===== src/hw/rtl/ssp_pkg.sv =====
package ssp_pkg;

    // field widths fixed by the register map and the stream format
    localparam int BYTE_W     = 8;
    localparam int COUNT_W    = 16;
    localparam int LEN_W      = 4;
    localparam int CFG_DATA_W = 64;
    localparam int CFG_IDX_W  = 2;

    // register indexes
    localparam logic [CFG_IDX_W-1:0] REG_SKIP_COUNT     = 2'd0;
    localparam logic [CFG_IDX_W-1:0] REG_SIG_LENGTH     = 2'd1;
    localparam logic [CFG_IDX_W-1:0] REG_SIGNATURE      = 2'd2;
    localparam logic [CFG_IDX_W-1:0] REG_CAPTURE_LENGTH = 2'd3;

    // stream phase
    typedef enum logic [3:0] {
        PH_SKIP    = 4'b0001,
        PH_SEARCH  = 4'b0010,
        PH_CAPTURE = 4'b0100,
        PH_DONE    = 4'b1000
    } phase_t;

    // one input beat
    typedef struct packed {
        logic [BYTE_W-1:0] data_byte;
        logic              end_of_stream;
    } beat_t;

    // configuration register contents
    typedef struct packed {
        logic [COUNT_W-1:0]    skip_count;
        logic [LEN_W-1:0]      sig_length;
        logic [CFG_DATA_W-1:0] signature_bytes;
        logic [COUNT_W-1:0]    capture_length;
    } cfg_t;

endpackage


===== src/hw/rtl/ssp_if.sv =====
// input byte stream channel
interface ssp_in_if;
    logic                       valid;
    logic                       ready;
    logic [ssp_pkg::BYTE_W-1:0] data_byte;
    logic                       end_of_stream;

    modport source (output valid, output data_byte, output end_of_stream, input ready);
    modport sink   (input valid, input data_byte, input end_of_stream, output ready);
endinterface

// captured byte result channel
interface ssp_out_if;
    logic                       valid;
    logic                       ready;
    logic [ssp_pkg::BYTE_W-1:0] out_byte;
    logic                       found;
    logic                       last;

    modport source (output valid, output out_byte, output found, output last, input ready);
    modport sink   (input valid, input out_byte, input found, input last, output ready);
endinterface


===== src/hw/rtl/ssp_cfg_regs.sv =====
module ssp_cfg_regs (
    input  logic                               clk,
    input  logic                               rst_n,
    input  logic                               cfg_we,
    input  logic [ssp_pkg::CFG_IDX_W-1:0]      cfg_index,
    input  logic [ssp_pkg::CFG_DATA_W-1:0]     cfg_data,
    output ssp_pkg::cfg_t                      cfg
);

    ssp_pkg::cfg_t cfg_reg;
    ssp_pkg::cfg_t cfg_next;

    // register write decode
    always_comb
    begin
        cfg_next = cfg_reg;
        if (cfg_we)
        begin
            unique case (cfg_index)
                ssp_pkg::REG_SKIP_COUNT:
                    cfg_next.skip_count = cfg_data[ssp_pkg::COUNT_W-1:0];
                ssp_pkg::REG_SIG_LENGTH:
                    cfg_next.sig_length = cfg_data[ssp_pkg::LEN_W-1:0];
                ssp_pkg::REG_SIGNATURE:
                    cfg_next.signature_bytes = cfg_data;
                ssp_pkg::REG_CAPTURE_LENGTH:
                    cfg_next.capture_length = cfg_data[ssp_pkg::COUNT_W-1:0];
            endcase
        end
    end

    always_ff @(posedge clk or negedge rst_n)
    begin
        if (!rst_n)
        begin
            cfg_reg.skip_count      <= '0;
            cfg_reg.sig_length      <= ssp_pkg::LEN_W'(1);
            cfg_reg.signature_bytes <= '0;
            cfg_reg.capture_length  <= ssp_pkg::COUNT_W'(1);
        end
        else
        begin
            cfg_reg <= cfg_next;
        end
    end

    assign cfg = cfg_reg;

endmodule


===== src/hw/rtl/ssp_in_reg.sv =====
module ssp_in_reg (
    input  logic           clk,
    input  logic           rst_n,
    ssp_in_if.sink         in_stream,
    input  logic           advance,
    output logic           beat_valid,
    output ssp_pkg::beat_t beat
);

    logic           valid_reg;
    ssp_pkg::beat_t beat_reg;

    // a held beat leaves when the engine takes it, freeing the slot in the same cycle
    assign in_stream.ready = !valid_reg || advance;

    always_ff @(posedge clk or negedge rst_n)
    begin
        if (!rst_n)
        begin
            valid_reg <= 1'b0;
        end
        else if (in_stream.ready)
        begin
            valid_reg <= in_stream.valid;
        end
    end

    // payload capture
    always_ff @(posedge clk)
    begin
        if (in_stream.ready && in_stream.valid)
        begin
            beat_reg.data_byte     <= in_stream.data_byte;
            beat_reg.end_of_stream <= in_stream.end_of_stream;
        end
    end

    assign beat_valid = valid_reg;
    assign beat       = beat_reg;

endmodule


===== src/hw/rtl/ssp_match.sv =====
module ssp_match #(
    parameter int SIG_MAX_BYTES = 8
) (
    input  logic [8*SIG_MAX_BYTES-1:0]        window,
    input  logic [$clog2(SIG_MAX_BYTES+1)-1:0] fill,
    input  logic [ssp_pkg::LEN_W-1:0]          eff_len,
    input  logic [ssp_pkg::CFG_DATA_W-1:0]     signature,
    output logic                               match
);

    localparam int IDX_W = (SIG_MAX_BYTES > 1) ? $clog2(SIG_MAX_BYTES) : 1;

    logic [ssp_pkg::BYTE_W-1:0] win_b [SIG_MAX_BYTES];
    logic [ssp_pkg::BYTE_W-1:0] sig_b [SIG_MAX_BYTES];
    logic [SIG_MAX_BYTES-1:0]   byte_ok;

    // split window and signature into bytes
    always_comb
    begin
        for (int k = 0; k < SIG_MAX_BYTES; k++)
        begin
            win_b[k] = window[8*k +: 8];
            sig_b[k] = signature[8*k +: 8];
        end
    end

    // signature byte k lines up with window byte k + max - len (newest bytes on top)
    always_comb
    begin
        logic [4:0]       pos_wide;
        logic [IDX_W-1:0] pos;
        for (int k = 0; k < SIG_MAX_BYTES; k++)
        begin
            pos_wide   = 5'(k) + 5'(SIG_MAX_BYTES) - 5'(eff_len);
            pos        = pos_wide[IDX_W-1:0];
            byte_ok[k] = (5'(k) >= 5'(eff_len)) || (win_b[pos] == sig_b[k]);
        end
    end

    assign match = (ssp_pkg::LEN_W'(fill) >= eff_len) && (&byte_ok);

endmodule


===== src/hw/rtl/ssp_engine.sv =====
module ssp_engine #(
    parameter int SIG_MAX_BYTES = 8
) (
    input  logic           clk,
    input  logic           rst_n,
    input  ssp_pkg::cfg_t  cfg,
    input  logic           beat_valid,
    input  ssp_pkg::beat_t beat,
    output logic           advance,
    ssp_out_if.source      out_stream
);

    localparam int WIN_W  = 8 * SIG_MAX_BYTES;
    localparam int FILL_W = $clog2(SIG_MAX_BYTES + 1);

    ssp_pkg::phase_t                 phase_reg, phase_next;
    logic [ssp_pkg::COUNT_W-1:0]     cnt_reg, cnt_next;
    logic [WIN_W-1:0]                win_reg, win_next;
    logic [FILL_W-1:0]               fill_reg, fill_next;

    logic                            out_valid_reg;
    logic [ssp_pkg::BYTE_W-1:0]      out_byte_reg;
    logic                            found_reg;
    logic                            last_reg;

    logic                            res_valid;
    logic [ssp_pkg::BYTE_W-1:0]      res_byte;
    logic                            res_found;
    logic                            res_last;

    logic [ssp_pkg::LEN_W-1:0]       eff_len;
    logic [WIN_W+7:0]                win_cat;
    logic [WIN_W-1:0]                win_shift;
    logic [FILL_W-1:0]               fill_inc;
    logic                            match;

    // the held beat moves on once the result slot is free or being emptied
    assign advance = beat_valid && (!out_valid_reg || out_stream.ready);

    // signature length clamped to 1..max
    always_comb
    begin
        if (cfg.sig_length == '0)
            eff_len = ssp_pkg::LEN_W'(1);
        else if (cfg.sig_length > ssp_pkg::LEN_W'(SIG_MAX_BYTES))
            eff_len = ssp_pkg::LEN_W'(SIG_MAX_BYTES);
        else
            eff_len = cfg.sig_length;
    end

    // new byte enters the top octet
    assign win_cat   = {beat.data_byte, win_reg} >> 8;
    assign win_shift = win_cat[WIN_W-1:0];
    assign fill_inc  = (fill_reg < FILL_W'(SIG_MAX_BYTES)) ? fill_reg + FILL_W'(1) : fill_reg;

    ssp_match #(
        .SIG_MAX_BYTES (SIG_MAX_BYTES)
    ) u_match (
        .window    (win_shift),
        .fill      (fill_inc),
        .eff_len   (eff_len),
        .signature (cfg.signature_bytes),
        .match     (match)
    );

    // per-beat phase update and result
    always_comb
    begin
        ssp_pkg::phase_t             phase_a;
        logic [ssp_pkg::COUNT_W-1:0] cnt_a;
        logic [ssp_pkg::COUNT_W-1:0] cap_eff;
        logic [ssp_pkg::COUNT_W:0]   cnt_inc;
        logic                        fin;

        phase_a   = phase_reg;
        cnt_a     = cnt_reg;
        win_next  = win_reg;
        fill_next = fill_reg;
        res_valid = 1'b0;
        res_byte  = beat.data_byte;
        res_found = 1'b1;
        res_last  = 1'b0;
        cap_eff   = (cfg.capture_length == '0) ? ssp_pkg::COUNT_W'(1) : cfg.capture_length;
        cnt_inc   = {1'b0, cnt_reg} + (ssp_pkg::COUNT_W+1)'(1);
        fin       = cnt_inc >= {1'b0, cap_eff};

        // skip phase: count off bytes, the first byte past the skip is searched at once
        if (phase_reg == ssp_pkg::PH_SKIP)
        begin
            if (cnt_reg < cfg.skip_count)
                cnt_a = cnt_inc[ssp_pkg::COUNT_W-1:0];
            else
                phase_a = ssp_pkg::PH_SEARCH;
        end

        phase_next = phase_a;
        cnt_next   = cnt_a;

        if (phase_a == ssp_pkg::PH_SEARCH)
        begin
            win_next  = win_shift;
            fill_next = fill_inc;
            if (match)
            begin
                phase_next = ssp_pkg::PH_CAPTURE;
                cnt_next   = '0;
            end
        end
        else if (phase_a == ssp_pkg::PH_CAPTURE)
        begin
            if (fin || !beat.end_of_stream)
            begin
                res_valid = 1'b1;
                res_last  = fin;
            end
            cnt_next = cnt_inc[ssp_pkg::COUNT_W-1:0];
            if (fin)
                phase_next = ssp_pkg::PH_DONE;
        end

        // end of stream: failure if nothing was completed, then re-arm
        if (beat.end_of_stream)
        begin
            if (!res_valid && phase_next != ssp_pkg::PH_DONE)
            begin
                res_valid = 1'b1;
                res_byte  = '0;
                res_found = 1'b0;
                res_last  = 1'b1;
            end
            phase_next = ssp_pkg::PH_SKIP;
            cnt_next   = '0;
            win_next   = '0;
            fill_next  = '0;
        end
    end

    // stream state
    always_ff @(posedge clk or negedge rst_n)
    begin
        if (!rst_n)
        begin
            phase_reg <= ssp_pkg::PH_SKIP;
            cnt_reg   <= '0;
            win_reg   <= '0;
            fill_reg  <= '0;
        end
        else if (advance)
        begin
            phase_reg <= phase_next;
            cnt_reg   <= cnt_next;
            win_reg   <= win_next;
            fill_reg  <= fill_next;
        end
    end

    // result register
    always_ff @(posedge clk or negedge rst_n)
    begin
        if (!rst_n)
        begin
            out_valid_reg <= 1'b0;
        end
        else if (advance)
        begin
            out_valid_reg <= res_valid;
        end
        else if (out_stream.ready)
        begin
            out_valid_reg <= 1'b0;
        end
    end

    always_ff @(posedge clk)
    begin
        if (advance && res_valid)
        begin
            out_byte_reg <= res_byte;
            found_reg    <= res_found;
            last_reg     <= res_last;
        end
    end

    assign out_stream.valid    = out_valid_reg;
    assign out_stream.out_byte = out_byte_reg;
    assign out_stream.found    = found_reg;
    assign out_stream.last     = last_reg;

endmodule


===== src/hw/rtl/signature_search_payload_capture_unit.sv =====
// Signature search with payload capture on a byte stream.
// in_stream carries one byte per beat with an end_of_stream flag. At the start of
// each stream skip_count bytes are dropped, then a sliding search looks for the
// signature (sig_length bytes of signature_bytes, first byte lowest). After a hit
// the next capture_length bytes leave on out_stream with found set, the final one
// with last set. A stream that ends before the capture is complete gives a single
// beat with found low, last high and out_byte zero. Bytes after a complete capture
// give nothing; the block re-arms after every end_of_stream.
// Configuration is written through cfg_we/cfg_index/cfg_data; the user must do so
// only while the block idles, which the block itself does not enforce. A byte is
// accepted into the input register; its result is then registered in the result
// register when the engine takes the byte. Throughput: one byte per cycle unless
// out_stream stalls; phase, counter and match window are updated together per byte.
// Reset returns the registers to their defaults and the search to the skip phase.
// When out_stream stalls, the result holds and one further byte is held in the
// input register; in_stream.ready then drops until the result is taken.
module signature_search_payload_capture_unit #(
    parameter int SIG_MAX_BYTES = 8
) (
    input  logic                           clk,
    input  logic                           rst_n,
    ssp_in_if.sink                         in_stream,
    ssp_out_if.source                      out_stream,
    input  logic                           cfg_we,
    input  logic [ssp_pkg::CFG_IDX_W-1:0]  cfg_index,
    input  logic [ssp_pkg::CFG_DATA_W-1:0] cfg_data
);

    ssp_pkg::cfg_t  cfg;
    ssp_pkg::beat_t beat;
    logic           beat_valid;
    logic           advance;

    // configuration registers
    ssp_cfg_regs u_cfg (
        .clk       (clk),
        .rst_n     (rst_n),
        .cfg_we    (cfg_we),
        .cfg_index (cfg_index),
        .cfg_data  (cfg_data),
        .cfg       (cfg)
    );

    // input beat register
    ssp_in_reg u_in (
        .clk        (clk),
        .rst_n      (rst_n),
        .in_stream  (in_stream),
        .advance    (advance),
        .beat_valid (beat_valid),
        .beat       (beat)
    );

    // search, capture and result register
    ssp_engine #(
        .SIG_MAX_BYTES (SIG_MAX_BYTES)
    ) u_engine (
        .clk        (clk),
        .rst_n      (rst_n),
        .cfg        (cfg),
        .beat_valid (beat_valid),
        .beat       (beat),
        .advance    (advance),
        .out_stream (out_stream)
    );

endmodule


===== src/flat_wrapper.sv =====
// flat-port wrapper written by rule: the top's interface ports become plain ports
module signature_search_payload_capture_unit_flat 
#(
    parameter int SIG_MAX_BYTES = 8
)
  (clk, rst_n, cfg_we, cfg_index, cfg_data, in_stream_valid, in_stream_data_byte, in_stream_end_of_stream, in_stream_ready, out_stream_valid, out_stream_out_byte, out_stream_found, out_stream_last, out_stream_ready);
  ssp_in_if in_stream_i ();
  ssp_out_if out_stream_i ();
  input  logic clk;
  input  logic rst_n;
  input  logic cfg_we;
  input  logic [ssp_pkg::CFG_IDX_W-1:0] cfg_index;
  input  logic [ssp_pkg::CFG_DATA_W-1:0] cfg_data;
  input wire logic [$bits(in_stream_i.valid)-1:0] in_stream_valid;
  input wire logic [$bits(in_stream_i.data_byte)-1:0] in_stream_data_byte;
  input wire logic [$bits(in_stream_i.end_of_stream)-1:0] in_stream_end_of_stream;
  output wire logic [$bits(in_stream_i.ready)-1:0] in_stream_ready;
  output wire logic [$bits(out_stream_i.valid)-1:0] out_stream_valid;
  output wire logic [$bits(out_stream_i.out_byte)-1:0] out_stream_out_byte;
  output wire logic [$bits(out_stream_i.found)-1:0] out_stream_found;
  output wire logic [$bits(out_stream_i.last)-1:0] out_stream_last;
  input wire logic [$bits(out_stream_i.ready)-1:0] out_stream_ready;
  assign in_stream_i.valid = in_stream_valid;
  assign in_stream_i.data_byte = in_stream_data_byte;
  assign in_stream_i.end_of_stream = in_stream_end_of_stream;
  assign in_stream_ready = in_stream_i.ready;
  assign out_stream_valid = out_stream_i.valid;
  assign out_stream_out_byte = out_stream_i.out_byte;
  assign out_stream_found = out_stream_i.found;
  assign out_stream_last = out_stream_i.last;
  assign out_stream_i.ready = out_stream_ready;
  signature_search_payload_capture_unit #(.SIG_MAX_BYTES(SIG_MAX_BYTES)) u_core (.clk(clk), .rst_n(rst_n), .in_stream(in_stream_i), .out_stream(out_stream_i), .cfg_we(cfg_we), .cfg_index(cfg_index), .cfg_data(cfg_data));
endmodule

===== config.mk =====
export PLATFORM = sky130hd
export DESIGN_NAME = signature_search_payload_capture_unit_flat
export DESIGN_NICKNAME = d
export VERILOG_FILES = /design/src/hw/rtl/ssp_pkg.sv /design/src/hw/rtl/ssp_if.sv /design/src/hw/rtl/ssp_cfg_regs.sv /design/src/hw/rtl/ssp_in_reg.sv /design/src/hw/rtl/ssp_match.sv /design/src/hw/rtl/ssp_engine.sv /design/src/hw/rtl/signature_search_payload_capture_unit.sv /design/src/flat_wrapper.sv
export SDC_FILE = /design/constraint.sdc
export NUM_CORES = 1
export LEC_CHECK = 0
export ABC_AREA = 1
export BUFFER_PORTS_ARGS = -buffer_cell sky130_fd_sc_hd__buf_2
export CORE_MARGIN = 2
export CORE_UTILIZATION = 55
export DETAILED_ROUTE_END_ITERATION = 12
export GPL_TIMING_DRIVEN = 1
export PLACE_DENSITY = 0.74
export SLEW_MARGIN = 40
export SYNTH_ARGS = -nofsm -noshare
export SYNTH_HDL_FRONTEND = slang
export SYNTH_SLANG_ARGS = --single-unit

===== constraint.sdc =====
create_clock -name clk -period 10.2 [get_ports clk]
set_input_delay 0.51 -clock clk [delete_from_list [all_inputs] [get_ports clk]]
set_output_delay 0.51 -clock clk [all_outputs]
set_load 0.05 [all_outputs]

==> flow_summary_export.csv <==
group,metric,value,unit
synth,synth_cells,1841,
global_routing,grt_pass1_wl,62.3,mm
clock_tree,cts.sinks,201,
placement,io_buffers,91,
worst_hold_path,hold_path_class,"input pin to flip-flop",
synth,yosysWarnings,0,
synth,async_flop_share,90.5,%
worst_setup_path,critPathMaxFanout,10,
clock_tree,cts_hold_buf,1,
synth,synthTopCellsByCount,"607 x nand2_1, 325 x nand3_1, 209 x inv_1",
global_routing,grt_pass1_vias,11500,
synth,yosys.area_share.simple,36.3,%
synth,synth-edff-count,19,
routing,postRouteAntennaNets,0,
clock_tree,clk_latency,0.54,ns
floorplan,ioPinCount,92,
floorplan,die_height,157,um
floorplan,initial_core_util,55.7,%
power,leakage,0.00755,uW
clock_tree,cts_tree,"built",
worst_setup_path,critPathCaptureType,"flip-flop",
cells_and_area,final_core_util,62.3,%
synth,synth_adder_area_share,3.67,%
synth,ys_types,37,
sta,setup-tns-final,0,ns
global_routing,grt_max_degree,105,
floorplan,dieArea,24800,um^2
sta,worst_clock_skew,0.0146,ns
sta,min_period,4.50,ns
cells_and_area,area_growth,11.9,%
cells_and_area,multiInputGateArea,6690,um^2
synth,synth-seq-cells,201,
synth,synth_area,12900,um^2
clock_tree,cts_root_buf,"clkbuf_16",
worst_setup_path,worstSetupPathType,"flip-flop to flip-flop",
placement,dp_cells,2185,
synth,yosysMostFrequentCell,"nand2_1",
synth,netlist.area_leader.share,34.6,%
cells_and_area,fillCellCount,2155,
global_routing,grt_util_all_layers,32.6,%
sta,final-hold-violation-count,0,
placement,dp_hpwl,29.9,mm
worst_hold_path,hold_depth,1,
clock_tree,clk_path_buf_depth,3,
synth,synth_top_family_by_area,"simple AND/OR/NAND/NOR gates",
synth,yosysSeqAreaShare,39.6,%
synth,yosysTopAreaCell,"dfrtp_1",
power,irDropWorstVdd,0.000124,V
worst_setup_path,reg2reg_depth,21,
clock_tree,htree_levels,1,
synth,synth_compound_area_share,8.22,%
cells_and_area,diodes,0,
sta,finalCritPeriodShare,44.1,%
clock_tree,post_cts_resize_count,0,
sta,rsz0062_at_grt,"false",
routing,drt-initial-drc-count,1117,
routing,post-route-drc-count,0,
worst_hold_path,hold_start,"in_stream_data_byte[4]",
sta,finalMaxSlewViolations,0,
sta,setup_viol,0,
worst_setup_path,startpoint_type,"flip-flop",
sta,fmax,222,MHz
cells_and_area,register_area,5130,um^2
flow_run,cap_violations,0,
worst_setup_path,reg2reg_to,"u_core.u_engine.out_stream.out_byte[1]",
synth,synth_fp_nets,1959,
routing,wl_per_cell,18.2,um
cells_and_area,stdcell_count,2230,
global_routing,grt_overflow,0,
cells_and_area,drive_above_1_share,10.1,%
routing,firstDrtPassIters,6,
placement,gp_congestion,0.975,
global_routing,antenna_found_initial,0,
synth,synth_mux_area_share,2.00,%
clock_tree,cts_buffers,24,
worst_setup_path,arrival,4.74,ns
clock_tree,clkTransAtPathRegs,0.06,ns
floorplan,core,23300,um^2
power,power_density,206,nW/um^2
synth,yosys-top-cells-area,"dfrtp_1 35%, nand2_1 18%, nand3_1 13%",
routing,post_drt_via_cell_ratio,5.72,
routing,totalWireLength,40.5,mm
routing,vias,12800,
synth,synth.avg_cell_area,7.03,um^2
cells_and_area,largest_register_ffs,100,
synth,synth_xor_area_share,1.23,%
worst_setup_path,rr_startpoint,"u_core.u_engine.cnt_reg[0]",
floorplan,die_x,157,um
worst_hold_path,min_to,"u_core.u_in.beat[5]",
worst_setup_path,required,10.44,ns
outcome,outcome,"finished clean",
floorplan,num_rows,56,
clock_tree,cts_setup_buffers,0,
worst_setup_path,reg2reg_slack,5.70,ns
cells_and_area,nets,2011,
synth,ys.flop_type,"dfrtp_1",
sta,relSlewSlack,45.3,%
sta,max_slew.worst_pin.slew,0.818,ns
-- placed cells by master (no fill, tap or decap), drive strengths merged, types with 34 or more instances in the layout --
| cell type | netlist | routed |
|---|---|---|
| nand3b | 34 | 34 |
| nor2 | 77 | 77 |
| inv | 213 | 214 |
| buf | 42 | 99 |
| o22ai | 52 | 52 |
| nand3 | 328 | 328 |
| nand2 | 614 | 614 |
| a21oi | 46 | 46 |
| dfrtp | 179 | 179 |
| ha | 38 | 38 |
| o21ai | 90 | 90 |
-- power breakdown --
part / internal, uW / leakage (uW) / switching (uW) / total (uW)
sequential: 890 / 0.00250 / 72.1 / 962
clock: 610 / 0.000428 / 373 / 983
combinational: 330 / 0.00462 / 708 / 1040
-- cell families after synthesis --
logic type	count (synthesis)
AO/OA/AOI/OAI	195
XOR/XNOR	16
adder cells (fa/ha/maj)	38
buffers and inverters	288
flip-flops	201
multiplexers	23
AND/OR/NAND/NOR	1080
-- worst max-delay path, cell delays in order, from the launching register on --
cell and delay [ns]:
dfrtp_1 0.43, ha_1 0.21, nand2_1 0.06, nor2_1 0.20, nand4_1 0.20, nor4_1 0.36
nand3_1 0.22, nor3_1 0.22, xor2_1 0.12, ha_1 0.34, nand2_1 0.06, inv_1 0.07
nand4_1 0.12, nand3b_1 0.19, nand3_1 0.19, nand2_1 0.12, nand2_1 0.13, nand3_1 0.09
o21ai_0 0.49, nand2_1 0.10, nand2_1 0.11, inv_1 0.19
-- how the worst max path moves through the flow --
stage	start	endpoint	slack [ns]
final	u_core.u_engine.cnt_reg[0]	u_core.u_engine.out_stream.out_byte[1]	5.70
after global routing	u_core.u_engine.cnt_reg[0]	u_core.u_engine.out_stream.out_byte[0]	5.29
after CTS	u_core.u_engine.cnt_reg[0]	u_core.u_engine.out_stream.found	5.73
after detailed placement	u_core.u_engine.cnt_reg[0]	u_core.u_engine.out_stream.out_byte[1]	5.72
after global placement	u_core.u_cfg.cfg[83]	u_core.u_engine.cnt_reg[9]	5.95
after floorplan	u_core.u_engine.cnt_reg[0]	u_core.u_engine.out_stream.found	6.62
-- through the flow --
step,setup slack [ns],area [um^2],total power [uW],hold WS [ns]
after floorplan,6.62,12900,1710,0.214
after global placement,5.95,13500,1970,0.469
after detailed placement,5.72,13600,1990,0.474
after CTS,5.73,14500,2980,0.128
after global routing,5.29,14500,3160,0.130
final,5.70,14500,2980,0.141
-- metal layers --
metal | track usage [%] | up-vias | part of all wire, %
li1 | - | 6147 | -
met1 | 43.2 | 5975 | 42
met2 | 53.2 | 537 | 46
met3 | 3.55 | 103 | 6.2
met4 | 16.2 | 0 | 5.3
met5 | 0 | - | 0
-- layout make-up --
| type | count | area share, % |
|---|---|---|
| Tap cell | 319 | 2.75 |
| Clock buffer | 27 | 4.43 |
| Timing Repair Buffer | 101 | 3.84 |
| Sequential cell | 201 | 35.4 |
| Inverter | 213 | 5.52 |
| Clock inverter | 17 | 1.90 |
| Multi-Input combinational cell | 1352 | 46.2 |
Power figures use the tool's default switching activity.
